<file path="src/sv/bchr_pkg.sv">
// Shared constants for the button click / hold / repeat state machine.
// No dependencies.
package bchr_pkg;

  localparam int BCHR_LEVEL_BITS = 8;
  localparam int BCHR_STEP_BITS  = 16;
  localparam int BCHR_TICK_BITS  = 32;
  localparam int BCHR_CNT_BITS   = 8;
  localparam int BCHR_DEB_BITS   = 17;
  localparam int BCHR_EV_BITS    = 3;
  localparam int BCHR_IDX_BITS   = 3;

  localparam logic [BCHR_STEP_BITS-1:0] BCHR_DEFAULT_CLICK = 16'd150;
  localparam logic [BCHR_STEP_BITS-1:0] BCHR_DEFAULT_HOLD  = 16'd300;

  typedef logic [BCHR_EV_BITS-1:0] bchr_event_t;

  localparam bchr_event_t EV_SILENT  = 3'd0;
  localparam bchr_event_t EV_NONE    = 3'd1;
  localparam bchr_event_t EV_PRESS   = 3'd2;
  localparam bchr_event_t EV_RELEASE = 3'd3;
  localparam bchr_event_t EV_CLICK   = 3'd4;
  localparam bchr_event_t EV_MULTI   = 3'd5;
  localparam bchr_event_t EV_HOLD    = 3'd6;

  typedef logic [BCHR_IDX_BITS-1:0] bchr_reg_idx_t;

  localparam bchr_reg_idx_t REG_RELEASED_LEVEL = 3'd0;
  localparam bchr_reg_idx_t REG_DEBOUNCE_LIMIT = 3'd1;
  localparam bchr_reg_idx_t REG_CLICK_TICKS    = 3'd2;
  localparam bchr_reg_idx_t REG_HOLD_TICKS     = 3'd3;
  localparam bchr_reg_idx_t REG_FAKE_ENABLE    = 3'd4;
  localparam bchr_reg_idx_t REG_FAKE_LEVEL     = 3'd5;

endpackage

</file>
<file path="src/sv/button_click_hold_repeat_fsm.sv">
// Debounced button state machine reporting press, release, click,
// multi-click and hold events, one result per poll. Uses bchr_pkg.
//
//   channel  signals                                             direction
//   in       in_valid, in_stall, in_sampled_level, in_tick_step  poll request in
//   out      out_valid, out_stall, out_event_code, out_is_pressed,
//            out_elapsed_ticks, out_click_count                  result out
//   cfg      cfg_valid, cfg_ready, cfg_index, cfg_data           register write in
//
// A request is registered at acceptance and evaluated once the result
// register can take it; there debounce, tick count and mode update together
// and the result is registered. One request per cycle is sustained while
// out_stall is low. out_stall holds the result register, and the input
// register drains into it only when it is free. Synchronous active-low reset
// loads register defaults, clears machine state, leaves both channels empty.
module button_click_hold_repeat_fsm #(
  parameter int LEVEL_BITS = bchr_pkg::BCHR_LEVEL_BITS
) (
  input  logic                                      clk,
  input  logic                                      rst_n,
  input  logic                                      in_valid,
  output logic                                      in_stall,
  input  logic [LEVEL_BITS-1:0]                     in_sampled_level,
  input  logic [bchr_pkg::BCHR_STEP_BITS-1:0]       in_tick_step,
  output logic                                      out_valid,
  input  logic                                      out_stall,
  output logic [bchr_pkg::BCHR_EV_BITS-1:0]         out_event_code,
  output logic                                      out_is_pressed,
  output logic [bchr_pkg::BCHR_TICK_BITS-1:0]       out_elapsed_ticks,
  output logic [bchr_pkg::BCHR_CNT_BITS-1:0]        out_click_count,
  input  logic                                      cfg_valid,
  output logic                                      cfg_ready,
  input  logic [bchr_pkg::BCHR_IDX_BITS-1:0]        cfg_index,
  input  logic [((LEVEL_BITS > bchr_pkg::BCHR_STEP_BITS) ? LEVEL_BITS :
                 bchr_pkg::BCHR_STEP_BITS)-1:0]     cfg_data
);
  import bchr_pkg::*;

  localparam logic [2:0] M_IDLE     = 3'd0;
  localparam logic [2:0] M_RELEASED = 3'd1;
  localparam logic [2:0] M_PRESSED  = 3'd2;
  localparam logic [2:0] M_REPEAT   = 3'd3;
  localparam logic [2:0] M_HOLD     = 3'd4;

  // configuration
  logic [LEVEL_BITS-1:0]     released_level_r;
  logic [BCHR_STEP_BITS-1:0] debounce_limit_r;
  logic [BCHR_STEP_BITS-1:0] click_ticks_r;
  logic [BCHR_STEP_BITS-1:0] hold_ticks_r;
  logic                      fake_enable_r;
  logic [LEVEL_BITS-1:0]     fake_level_r;

  // machine state
  logic [LEVEL_BITS-1:0]     stable_level_r, stable_level_nxt;
  logic [BCHR_DEB_BITS-1:0]  debounce_count_r, debounce_count_nxt;
  logic [BCHR_TICK_BITS-1:0] tick_total_r, tick_total_nxt;
  logic [BCHR_CNT_BITS-1:0]  press_count_r, press_count_nxt;
  logic [2:0]                mode_r, mode_nxt;

  // input register
  logic                      s1_valid_r;
  logic [LEVEL_BITS-1:0]     s1_level_r;
  logic [BCHR_STEP_BITS-1:0] s1_step_r;

  // result register
  logic                      out_valid_r;
  bchr_event_t               out_event_r;
  logic                      out_pressed_r;
  logic [BCHR_TICK_BITS-1:0] out_ticks_r;
  logic [BCHR_CNT_BITS-1:0]  out_count_r;

  logic                      advance;
  logic                      in_take;
  logic                      cfg_write;
  logic [LEVEL_BITS-1:0]     level;
  logic [BCHR_DEB_BITS-1:0]  deb_inc;
  logic [BCHR_TICK_BITS-1:0] tick_adv;
  logic [BCHR_TICK_BITS-1:0] click_lim;
  logic [BCHR_TICK_BITS-1:0] hold_lim;
  logic                      pressed;
  bchr_event_t               ev_nxt;

  assign advance   = s1_valid_r && (!out_valid_r || !out_stall);
  assign in_stall  = s1_valid_r && !advance;
  assign in_take   = in_valid && !in_stall;
  assign cfg_ready = 1'b1;
  assign cfg_write = cfg_valid && cfg_ready;

  assign click_lim = {{(BCHR_TICK_BITS-BCHR_STEP_BITS){1'b0}},
                      (click_ticks_r == '0) ? BCHR_DEFAULT_CLICK : click_ticks_r};
  assign hold_lim  = {{(BCHR_TICK_BITS-BCHR_STEP_BITS){1'b0}},
                      (hold_ticks_r == '0) ? BCHR_DEFAULT_HOLD : hold_ticks_r};

  always_comb begin
    level   = fake_enable_r ? fake_level_r : s1_level_r;
    deb_inc = debounce_count_r + 1'b1;

    // adopt a new level only after more than debounce_limit differing polls
    stable_level_nxt   = stable_level_r;
    debounce_count_nxt = '0;
    if (level != stable_level_r) begin
      if (deb_inc > {1'b0, debounce_limit_r}) begin
        stable_level_nxt = level;
      end else begin
        debounce_count_nxt = deb_inc;
      end
    end

    tick_adv = (mode_r != M_IDLE) ?
               tick_total_r + {{(BCHR_TICK_BITS-BCHR_STEP_BITS){1'b0}}, s1_step_r} :
               tick_total_r;
    pressed  = stable_level_nxt != released_level_r;

    tick_total_nxt  = tick_adv;
    press_count_nxt = press_count_r;
    mode_nxt        = mode_r;
    ev_nxt          = EV_SILENT;

    case (mode_r)
      M_IDLE: begin
        if (pressed) begin
          ev_nxt          = EV_PRESS;
          tick_total_nxt  = '0;
          press_count_nxt = '0;
          mode_nxt        = M_PRESSED;
        end else begin
          ev_nxt = EV_NONE;
        end
      end
      M_RELEASED: begin
        if (pressed) begin
          ev_nxt          = EV_PRESS;
          tick_total_nxt  = '0;
          press_count_nxt = press_count_r + 1'b1;
          mode_nxt        = M_REPEAT;
        end else if (tick_adv > click_lim) begin
          if (press_count_r == BCHR_CNT_BITS'(1)) begin
            ev_nxt = EV_CLICK;
          end else if (press_count_r > BCHR_CNT_BITS'(1)) begin
            ev_nxt = EV_MULTI;
          end
          mode_nxt = M_IDLE;
        end
      end
      M_PRESSED: begin
        if (!pressed) begin
          ev_nxt          = EV_RELEASE;
          tick_total_nxt  = '0;
          press_count_nxt = BCHR_CNT_BITS'(1);
          mode_nxt        = M_RELEASED;
        end else if (tick_adv > hold_lim) begin
          ev_nxt   = EV_HOLD;
          mode_nxt = M_HOLD;
        end
      end
      M_REPEAT: begin
        if (!pressed) begin
          ev_nxt = EV_RELEASE;
          if (tick_adv <= click_lim) begin
            tick_total_nxt = '0;
            mode_nxt       = M_RELEASED;
          end else begin
            mode_nxt = M_IDLE;
          end
        end else if (press_count_r == '0) begin
          // count wrapped: restart as a fresh press
          ev_nxt          = EV_PRESS;
          tick_total_nxt  = '0;
          press_count_nxt = '0;
          mode_nxt        = M_PRESSED;
        end
      end
      M_HOLD: begin
        if (pressed) begin
          ev_nxt = EV_HOLD;
        end else begin
          ev_nxt         = EV_RELEASE;
          tick_total_nxt = '0;
          mode_nxt       = M_IDLE;
        end
      end
      default: begin
        ev_nxt = EV_SILENT;
      end
    endcase
  end

  always_ff @(posedge clk) begin
    if (!rst_n) begin
      released_level_r <= '0;
      debounce_limit_r <= '0;
      click_ticks_r    <= BCHR_DEFAULT_CLICK;
      hold_ticks_r     <= BCHR_DEFAULT_HOLD;
      fake_enable_r    <= 1'b0;
      fake_level_r     <= '0;
      stable_level_r   <= '0;
      debounce_count_r <= '0;
      tick_total_r     <= '0;
      press_count_r    <= '0;
      mode_r           <= M_IDLE;
      s1_valid_r       <= 1'b0;
      out_valid_r      <= 1'b0;
    end else begin
      if (advance) begin
        stable_level_r   <= stable_level_nxt;
        debounce_count_r <= debounce_count_nxt;
        tick_total_r     <= tick_total_nxt;
        press_count_r    <= press_count_nxt;
        mode_r           <= mode_nxt;
      end
      if (cfg_write) begin
        case (cfg_index)
          REG_RELEASED_LEVEL: begin
            released_level_r <= cfg_data[LEVEL_BITS-1:0];
            stable_level_r   <= cfg_data[LEVEL_BITS-1:0];
          end
          REG_DEBOUNCE_LIMIT: debounce_limit_r <= cfg_data[BCHR_STEP_BITS-1:0];
          REG_CLICK_TICKS:    click_ticks_r    <= cfg_data[BCHR_STEP_BITS-1:0];
          REG_HOLD_TICKS:     hold_ticks_r     <= cfg_data[BCHR_STEP_BITS-1:0];
          REG_FAKE_ENABLE:    fake_enable_r    <= cfg_data[0];
          REG_FAKE_LEVEL:     fake_level_r     <= cfg_data[LEVEL_BITS-1:0];
          default: begin
          end
        endcase
      end
      if (in_take) begin
        s1_valid_r <= 1'b1;
      end else if (advance) begin
        s1_valid_r <= 1'b0;
      end
      if (advance) begin
        out_valid_r <= 1'b1;
      end else if (!out_stall) begin
        out_valid_r <= 1'b0;
      end
    end
  end

  // payload registers
  always_ff @(posedge clk) begin
    if (in_take) begin
      s1_level_r <= in_sampled_level;
      s1_step_r  <= in_tick_step;
    end
    if (advance) begin
      out_event_r   <= ev_nxt;
      out_pressed_r <= pressed;
      out_ticks_r   <= tick_total_nxt;
      out_count_r   <= press_count_nxt;
    end
  end

  assign out_valid         = out_valid_r;
  assign out_event_code    = out_event_r;
  assign out_is_pressed    = out_pressed_r;
  assign out_elapsed_ticks = out_ticks_r;
  assign out_click_count   = out_count_r;

endmodule
</file>
<file path="config.mk">
export PLATFORM = sky130hd
export DESIGN_NAME = button_click_hold_repeat_fsm
export DESIGN_NICKNAME = d
export VERILOG_FILES = /design/src/sv/bchr_pkg.sv /design/src/sv/button_click_hold_repeat_fsm.sv
export SDC_FILE = /design/constraint.sdc
export NUM_CORES = 1
export LEC_CHECK = 0
export BUFFER_PORTS_ARGS = -buffer_cell sky130_fd_sc_hd__buf_2
export CORE_AREA = 2 2 143 159
export DETAILED_ROUTE_END_ITERATION = 8
export DIE_AREA = 0 0 145 161
export PLACE_DENSITY_LB_ADDON = 0.1
export RECOVER_POWER = 25
export SLEW_MARGIN = 20
export SYNTH_ARGS = -nofsm -noshare
export SYNTH_HDL_FRONTEND = slang
export SYNTH_SLANG_ARGS = --single-unit
</file>
<file path="constraint.sdc">
create_clock -name clk -period 4.2 [get_ports clk]
set_input_delay 0.21 -clock clk [delete_from_list [all_inputs] [get_ports clk]]
set_output_delay 0.21 -clock clk [all_outputs]
set_load 0.1 [all_outputs]
</file>
Yosys cells after proc, flatten, opt, wreduce, memory -nomap -nowiden:

Cells that the tools add are included.

* add/subtract/negate cells: 3
* $lt $le $gt $ge: 5
* equal/unequal tests: 18
* multiplexer cells: 48
* reduce and logical (&&, ||, !) cells: 25

Operator list (number)
* 32-bit two-way mux: 6
* 32-bit one-hot mux with 3 select lines: 1
* 8-bit two-way mux: 11
* 32-bit by 16-bit > comparator with 1-bit output: 2
* 3-bit two-way mux: 15
* 17-bit two-way mux: 2
* 32-bit by 16-bit adder with 32-bit output: 1
* 32-bit by 16-bit less-or-equal comparator with 1-bit output: 1
* 16-bit zero test: 2
* 16-bit two-way mux: 2
* 8-bit one-hot mux with 4 select lines: 1
* 3-bit one-hot mux with 5 select lines: 2
* 17-bit by 1-bit adder with 17-bit output (second input constant): 1
* 17-bit by 16-bit > comparator with 1-bit output: 1
* 8-bit != test: 2
* 3-bit by 2-bit == test with 1-bit output (second input constant): 4
* 2-bit AND reduction: 6
* 3-bit == test (second input constant): 3
* 3-bit != test (second input constant): 3
* 8-bit by 1-bit adder with 8-bit output (second input constant): 1
* 8-bit by 1-bit == test with 1-bit output (second input constant): 1
* 8-bit by 1-bit > comparator with 1-bit output (second input constant): 1
* 8-bit zero test: 1
* 7-bit AND reduction: 1
* 13 further kinds: 28

* flip-flop bits (word level): 203
* input port bits: 48
* output and inout port bits: 47

Longest topological paths before layout:

* word-level depth: 8
* depth in mapped cells: 25
* depth with buffers taken out: 22

Worst setup path before layout:

Ideal clock, no wire load.

* path type: register to register
* start: reg s1_step_r[1]
* end: reg out_ticks_r[0], in the netlist out_elapsed_ticks[0], data pin
* setup time: 0.265 ns
* arrival: 4.282 ns
* data required time: 3.935 ns
* slack: -0.346 ns
* stages on the path, launching flop included: 24
* buffers on the path: 3
* period minus slack after synthesis: 4.546 ns
* cell sequence: edfxtp_1 ha_1 a21oi_1 nand4b_2 a2111oi_4 o21ai_0 nand2b_1 a21oi_1 xor2_1 o21ai_0 ha_1 a21o_1 a21oi_1 o21ai_0 a21oi_1 o41ai_1 a41o_1 a211oi_4 and3_1 buf_4 or2_1 buf_2 buf_2 nor2_1

* longest elaborated chain between the ends: 6

Ends and longest elaborated chain
* start: declaration: RTL line button_click_hold_repeat_fsm.sv:63 `logic [BCHR_STEP_BITS-1:0] s1_step_r;`
* start signal: assignment: RTL line button_click_hold_repeat_fsm.sv:243 `s1_step_r <= in_tick_step;`
* 32-bit by 16-bit adder with 32-bit output: RTL line button_click_hold_repeat_fsm.sv:110 `tick_total_r + {{(BCHR_TICK_BITS-BCHR_STEP_BITS){1'b0}}, s1_step_r} :`
* 32-bit two-way mux: RTL line button_click_hold_repeat_fsm.sv:109 `tick_adv = (mode_r != M_IDLE) ?`
* 32-bit by 16-bit less-or-equal comparator with 1-bit output: RTL line button_click_hold_repeat_fsm.sv:159 `if (tick_adv <= click_lim) begin`
* 32-bit two-way mux: RTL line button_click_hold_repeat_fsm.sv:159
* 32-bit two-way mux: RTL line button_click_hold_repeat_fsm.sv:157 `if (!pressed) begin`
* 32-bit one-hot mux with 3 select lines: RTL line button_click_hold_repeat_fsm.sv:119 `case (mode_r)`
* net tick_total_nxt[0]: RTL line button_click_hold_repeat_fsm.sv:56 `logic [BCHR_TICK_BITS-1:0] tick_total_r, tick_total_nxt;`
* end signal: assignment: RTL line button_click_hold_repeat_fsm.sv:248 `out_ticks_r <= tick_total_nxt;`
* end: declaration: RTL line button_click_hold_repeat_fsm.sv:69 `logic [BCHR_TICK_BITS-1:0] out_ticks_r;`

The timed path passes the listed nets, and every way through them passes these cells.
A chain may end at the register's enable or synchronous reset.

Worst setup path after layout:

* start: reg s1_step_r[3]
* end: reg mode_r[0]

* longest elaborated chain between the ends: 6
* elaborated cells between the ends (all ways): 11
* classes of those cells: add/sub (1); order compare (3); eq/ne (2); mux (4); reduce/logical (1)

Ends and longest elaborated chain
* 32-bit by 16-bit adder with 32-bit output *: RTL line button_click_hold_repeat_fsm.sv:110
* 32-bit two-way mux *: RTL line button_click_hold_repeat_fsm.sv:109
* 32-bit by 16-bit less-or-equal comparator with 1-bit output: RTL line button_click_hold_repeat_fsm.sv:159
* 1-bit two-way mux: RTL line button_click_hold_repeat_fsm.sv:159
* 3-bit two-way mux: RTL line button_click_hold_repeat_fsm.sv:157
* 3-bit one-hot mux with 5 select lines: RTL line button_click_hold_repeat_fsm.sv:119
* end signal: assignment: RTL line button_click_hold_repeat_fsm.sv:209 `mode_r <= mode_nxt;`
* end: declaration: RTL line button_click_hold_repeat_fsm.sv:58 `logic [2:0] mode_r, mode_nxt;`

Mark *: on every way between the ends. The rest lies on a longest branch, timed or not.

==> run_results.csv <==
group,metric,value,unit
clocking,root_buffer,"clkbuf_16",
setup_path,end_kind,"flop",
setup_path,cp_max_fo,4,
finish,syn_to_final_growth,27.5,%
synthesis,synth_seq_cells,203,
clocking,clk_latency,520,ps
setup_path,start_kind,"flop",
synthesis,seq_area_frac_synth,40.2,%
placement,placed_area,0.0134,sq mm
run_status,violations,"capacitance limit, slew limit, setup timing",
sta,fin_skew,12.2,ps
global_routing,grt_usage,27.5,%
power_and_ir_drop,power_density,383,mW/mm^2
finish,multi_input_area,0.00699,sq mm
placement,dpl.hpwl,23200,um
synthesis,netlist_instances,1392,
finish,n_antenna_cell,0,
power_and_ir_drop,p_sw_share,30.5,%
synthesis,synth_async_sr_flop_share,0,%
die,fp.dieH,161,um
route,viasPerCell,5.76,
run_status,status,"complete, but fails checks",
power_and_ir_drop,p_int,4000,uW
synthesis,netlist_area,0.0118,sq mm
synthesis,yosysUniqueCellTypes,81,
clocking,clock_sinks,203,
synthesis,synth_xor_xnor_area_share,4.83,%
global_routing,overflow,0,
die,dieArea,0.0233,sq mm
run,drv_cap,2,
power_and_ir_drop,ir_worst_vdd,0.348,mV
die,dieWidth,145,um
sta,tightest_slew,1720,ps
synthesis,synth_edf_count,68,
route,routed-via-count,11000,
sta,worst_slack,-176,ps
synthesis,synthMuxAreaShare,1.51,%
finish,stdcell_area,0.0150,sq mm
finish,register_area,0.00476,sq mm
synthesis,synth_compound_area_share,18.5,%
power_and_ir_drop,switching_power,1760,uW
global_routing,grt_pass1_vias,10500,
finish,finish.net_count,1717,
power_and_ir_drop,pwr-share-seq,37.4,%
synthesis,netlist_top_cells_area,"dfxtp_1 23%, edfxtp_1 17%, nand2_1 7.2%",
die,initial_utilization,54.2,%
synthesis,synth_nets,1508,
synthesis,synth_fa_ha_area_share,7.28,%
sta,min_period,4380,ps
route,wl_per_cell,17.4,um
sta,maxSlewViolCount,105,
clocking,clkTransAtPathRegs,60,ps
global_routing,grt_pass1_wl,52400,um
global_routing,grt_max_degree,80,
placement,place_inst,1820,
sta,finalHoldViolCount,0,
global_routing,antenna_found_initial,0,
synthesis,yosysTopAreaCell,"dfxtp_1",
route,postRouteAntennaNets,0,
clocking,cts_buffer_depth,3,
sta,setup_violations,69,
sta,hold_ws,16.0,ps
die,pin_count,95,
finish,layout-drive-gt1-share,23.1,%
setup_path,critPathRequiredTime,4600,ps
setup_path,crit_type,"flop to flop",
global_routing,grt_most_used_layer,"met2",
global_routing,grtUsageMet2,48.7,%
power_and_ir_drop,combPwrFrac,25.3,%
sta,min_period_over_period,104,%
finish,fin_cells,1912,
global_routing,met3_usage,3.76,%
setup_path,arrival,4780,ps
sta,fmax,0.229,GHz
sta,rsz0062_at_grt,"true",
synthesis,synthSimpleGateAreaFrac,22.9,%
synthesis,ys_warn_count,0,
route,drtIter0Drc,707,
synthesis,avgSynthCellArea,8.48,sq um
synthesis,ys.flop_type,"dfxtp_1",
die,rows,57,
placement,gp_congestion,0.923,
finish,fill_cells,1794,
placement,port_buffers,93,
global_routing,grt.met1_usage,33.9,%
route,route.detailed.drc,0,
power_and_ir_drop,pwr-share-clk,37.3,%
synthesis,synth_most_common_cell,"nand2_1",
synthesis,synth_top_family_by_area,"simple AND/OR/NAND/NOR gates",
die,core_area,0.0218,sq mm
sta,final.setup.tns,-8130,ps
sta,relSlewSlack,-14.9,%
clocking,cts_max_level,1,
synthesis,synthTopCellsByCount,"227 x nand2_1, 135 x dfxtp_1, 116 x a21oi_1, 97 x nor2_1, 68 x edfxtp_1",
clocking,cts_made_buffers,23,
route,drt_wl_total,33300,um
finish,utilization,69.1,%
power_and_ir_drop,leakage,0.00611,uW
route,firstDrtPassIters,7,
clocking,cts_tree,"done",
worst_hold_path,hold_class,"input port to flop",
synthesis,yosysTopAreaCellShare,22.9,%
[cell usage in the layout, fill, tap and decap left out, types with 35 or more instances in the layout]
| cell type | n |
|---|---|
| buf_4 | 130 |
| buf_2 | 86 |
| a21oi_1 | 108 |
| nand2_1 | 224 |
| dfxtp_1 | 123 |
| ha_1 | 57 |
| nor2_1 | 90 |
| o21ai_0 | 39 |
| xnor2_1 | 35 |
| edfxtp_1 | 68 |
| nand3_1 | 47 |
| inv_1 | 55 |
[per-layer routing]
layer | part of all wire [%] | vias up
met5 | 0 | -
met4 | 3.9 | 0
met3 | 5.3 | 90
met2 | 49 | 353
met1 | 42 | 5169
li1 | - | 5394
[worst paths after layout]
kind / from / end / slack [ps] / cells past startpoint
worst max register to register: s1_step_r[3] / mode_r[0] / -180 / 18
worst max-delay path: s1_step_r[3] / mode_r[0] / -180 / 18
worst min register to register: fake_level_r[3] / fake_level_r[3] / 450 / 2
worst min-delay path: cfg_data[4] / fake_level_r[4] / 20 / 3
[critical path, stage by stage (launching register included)]
cell and delay, ps:
edfxtp_1 420, ha_4 280, buf_4 150, o211ai_1 270, a21oi_4 70, buf_4 160, buf_4 140, nor2_1 130
xor2_1 200, a21oi_2 110, buf_4 170, ha_1 290, and3_1 150, nand3_1 100, or4_4 520, o221ai_4 230
nand4_1 150, o311a_1 420, mux2_4 310
[final cells by class]
type,instances,share of cell area (%)
multi-input cells,1047,46.4
flip-flops and latches,203,31.7
repair buffers,267,12.6
clock buffers,28,4.23
well taps,295,2.45
inverters,59,1.49
clock inverters,13,1.14
[state kept, by name, summed over array words and instances, names as in the netlist, 16 cells and up]
signal,cells
debounce_count_r,17
click_ticks_r,16
hold_ticks_r,16
tick_total_r,32
debounce_limit_r,16
s1_step_r,16
out_elapsed_ticks,32
[metrics by stage]
| stage | total power [uW] | worst slack [ps] |
|---|---|---|
| 5_1_grt | 5980 | -388 |
| 3_5_place_dp | 3470 | -399 |
| 2_1_floorplan | 3030 | -54.2 |
| 4_1_cts | 5700 | -114 |
| 3_3_place_gp | 3460 | -276 |
| 6_report | 5760 | -176 |
[repair_timing]
| action | CTS | global route |
|---|---|---|
| gates cloned | 1 | 0 |
| setup buffers | 9 | 8 |
| setup endpoints to repair | 85 | 86 |
| endpoints found under the hold margin | 50 | 0 |
| hold buffers | 34 | 0 |
| resized for setup | 53 | 55 |
| pin swaps | 29 | 33 |
[power groups by stage]
stage | registers (uW) | logic [uW] | clock network [uW]
after CTS | 2150 | 1370 | 2180
after global routing | 2160 | 1560 | 2260
after detailed placement | 2190 | 1280 | 0
after floorplan | 2360 | 669 | 0
after global placement | 2190 | 1270 | 0
final | 2150 | 1460 | 2150
[cells by family after synthesis]
group                    count (synthesis)
XOR/XNOR                                65
multiplexers                            17
buffers and inverters                  142
other                                    1
AND/OR/NAND/NOR                        571
AO/OA/AOI/OAI                          325
adder cells (fa/ha/maj)                 68
flip-flops                             203
Note: power is estimated with default switching activity, not from simulation.
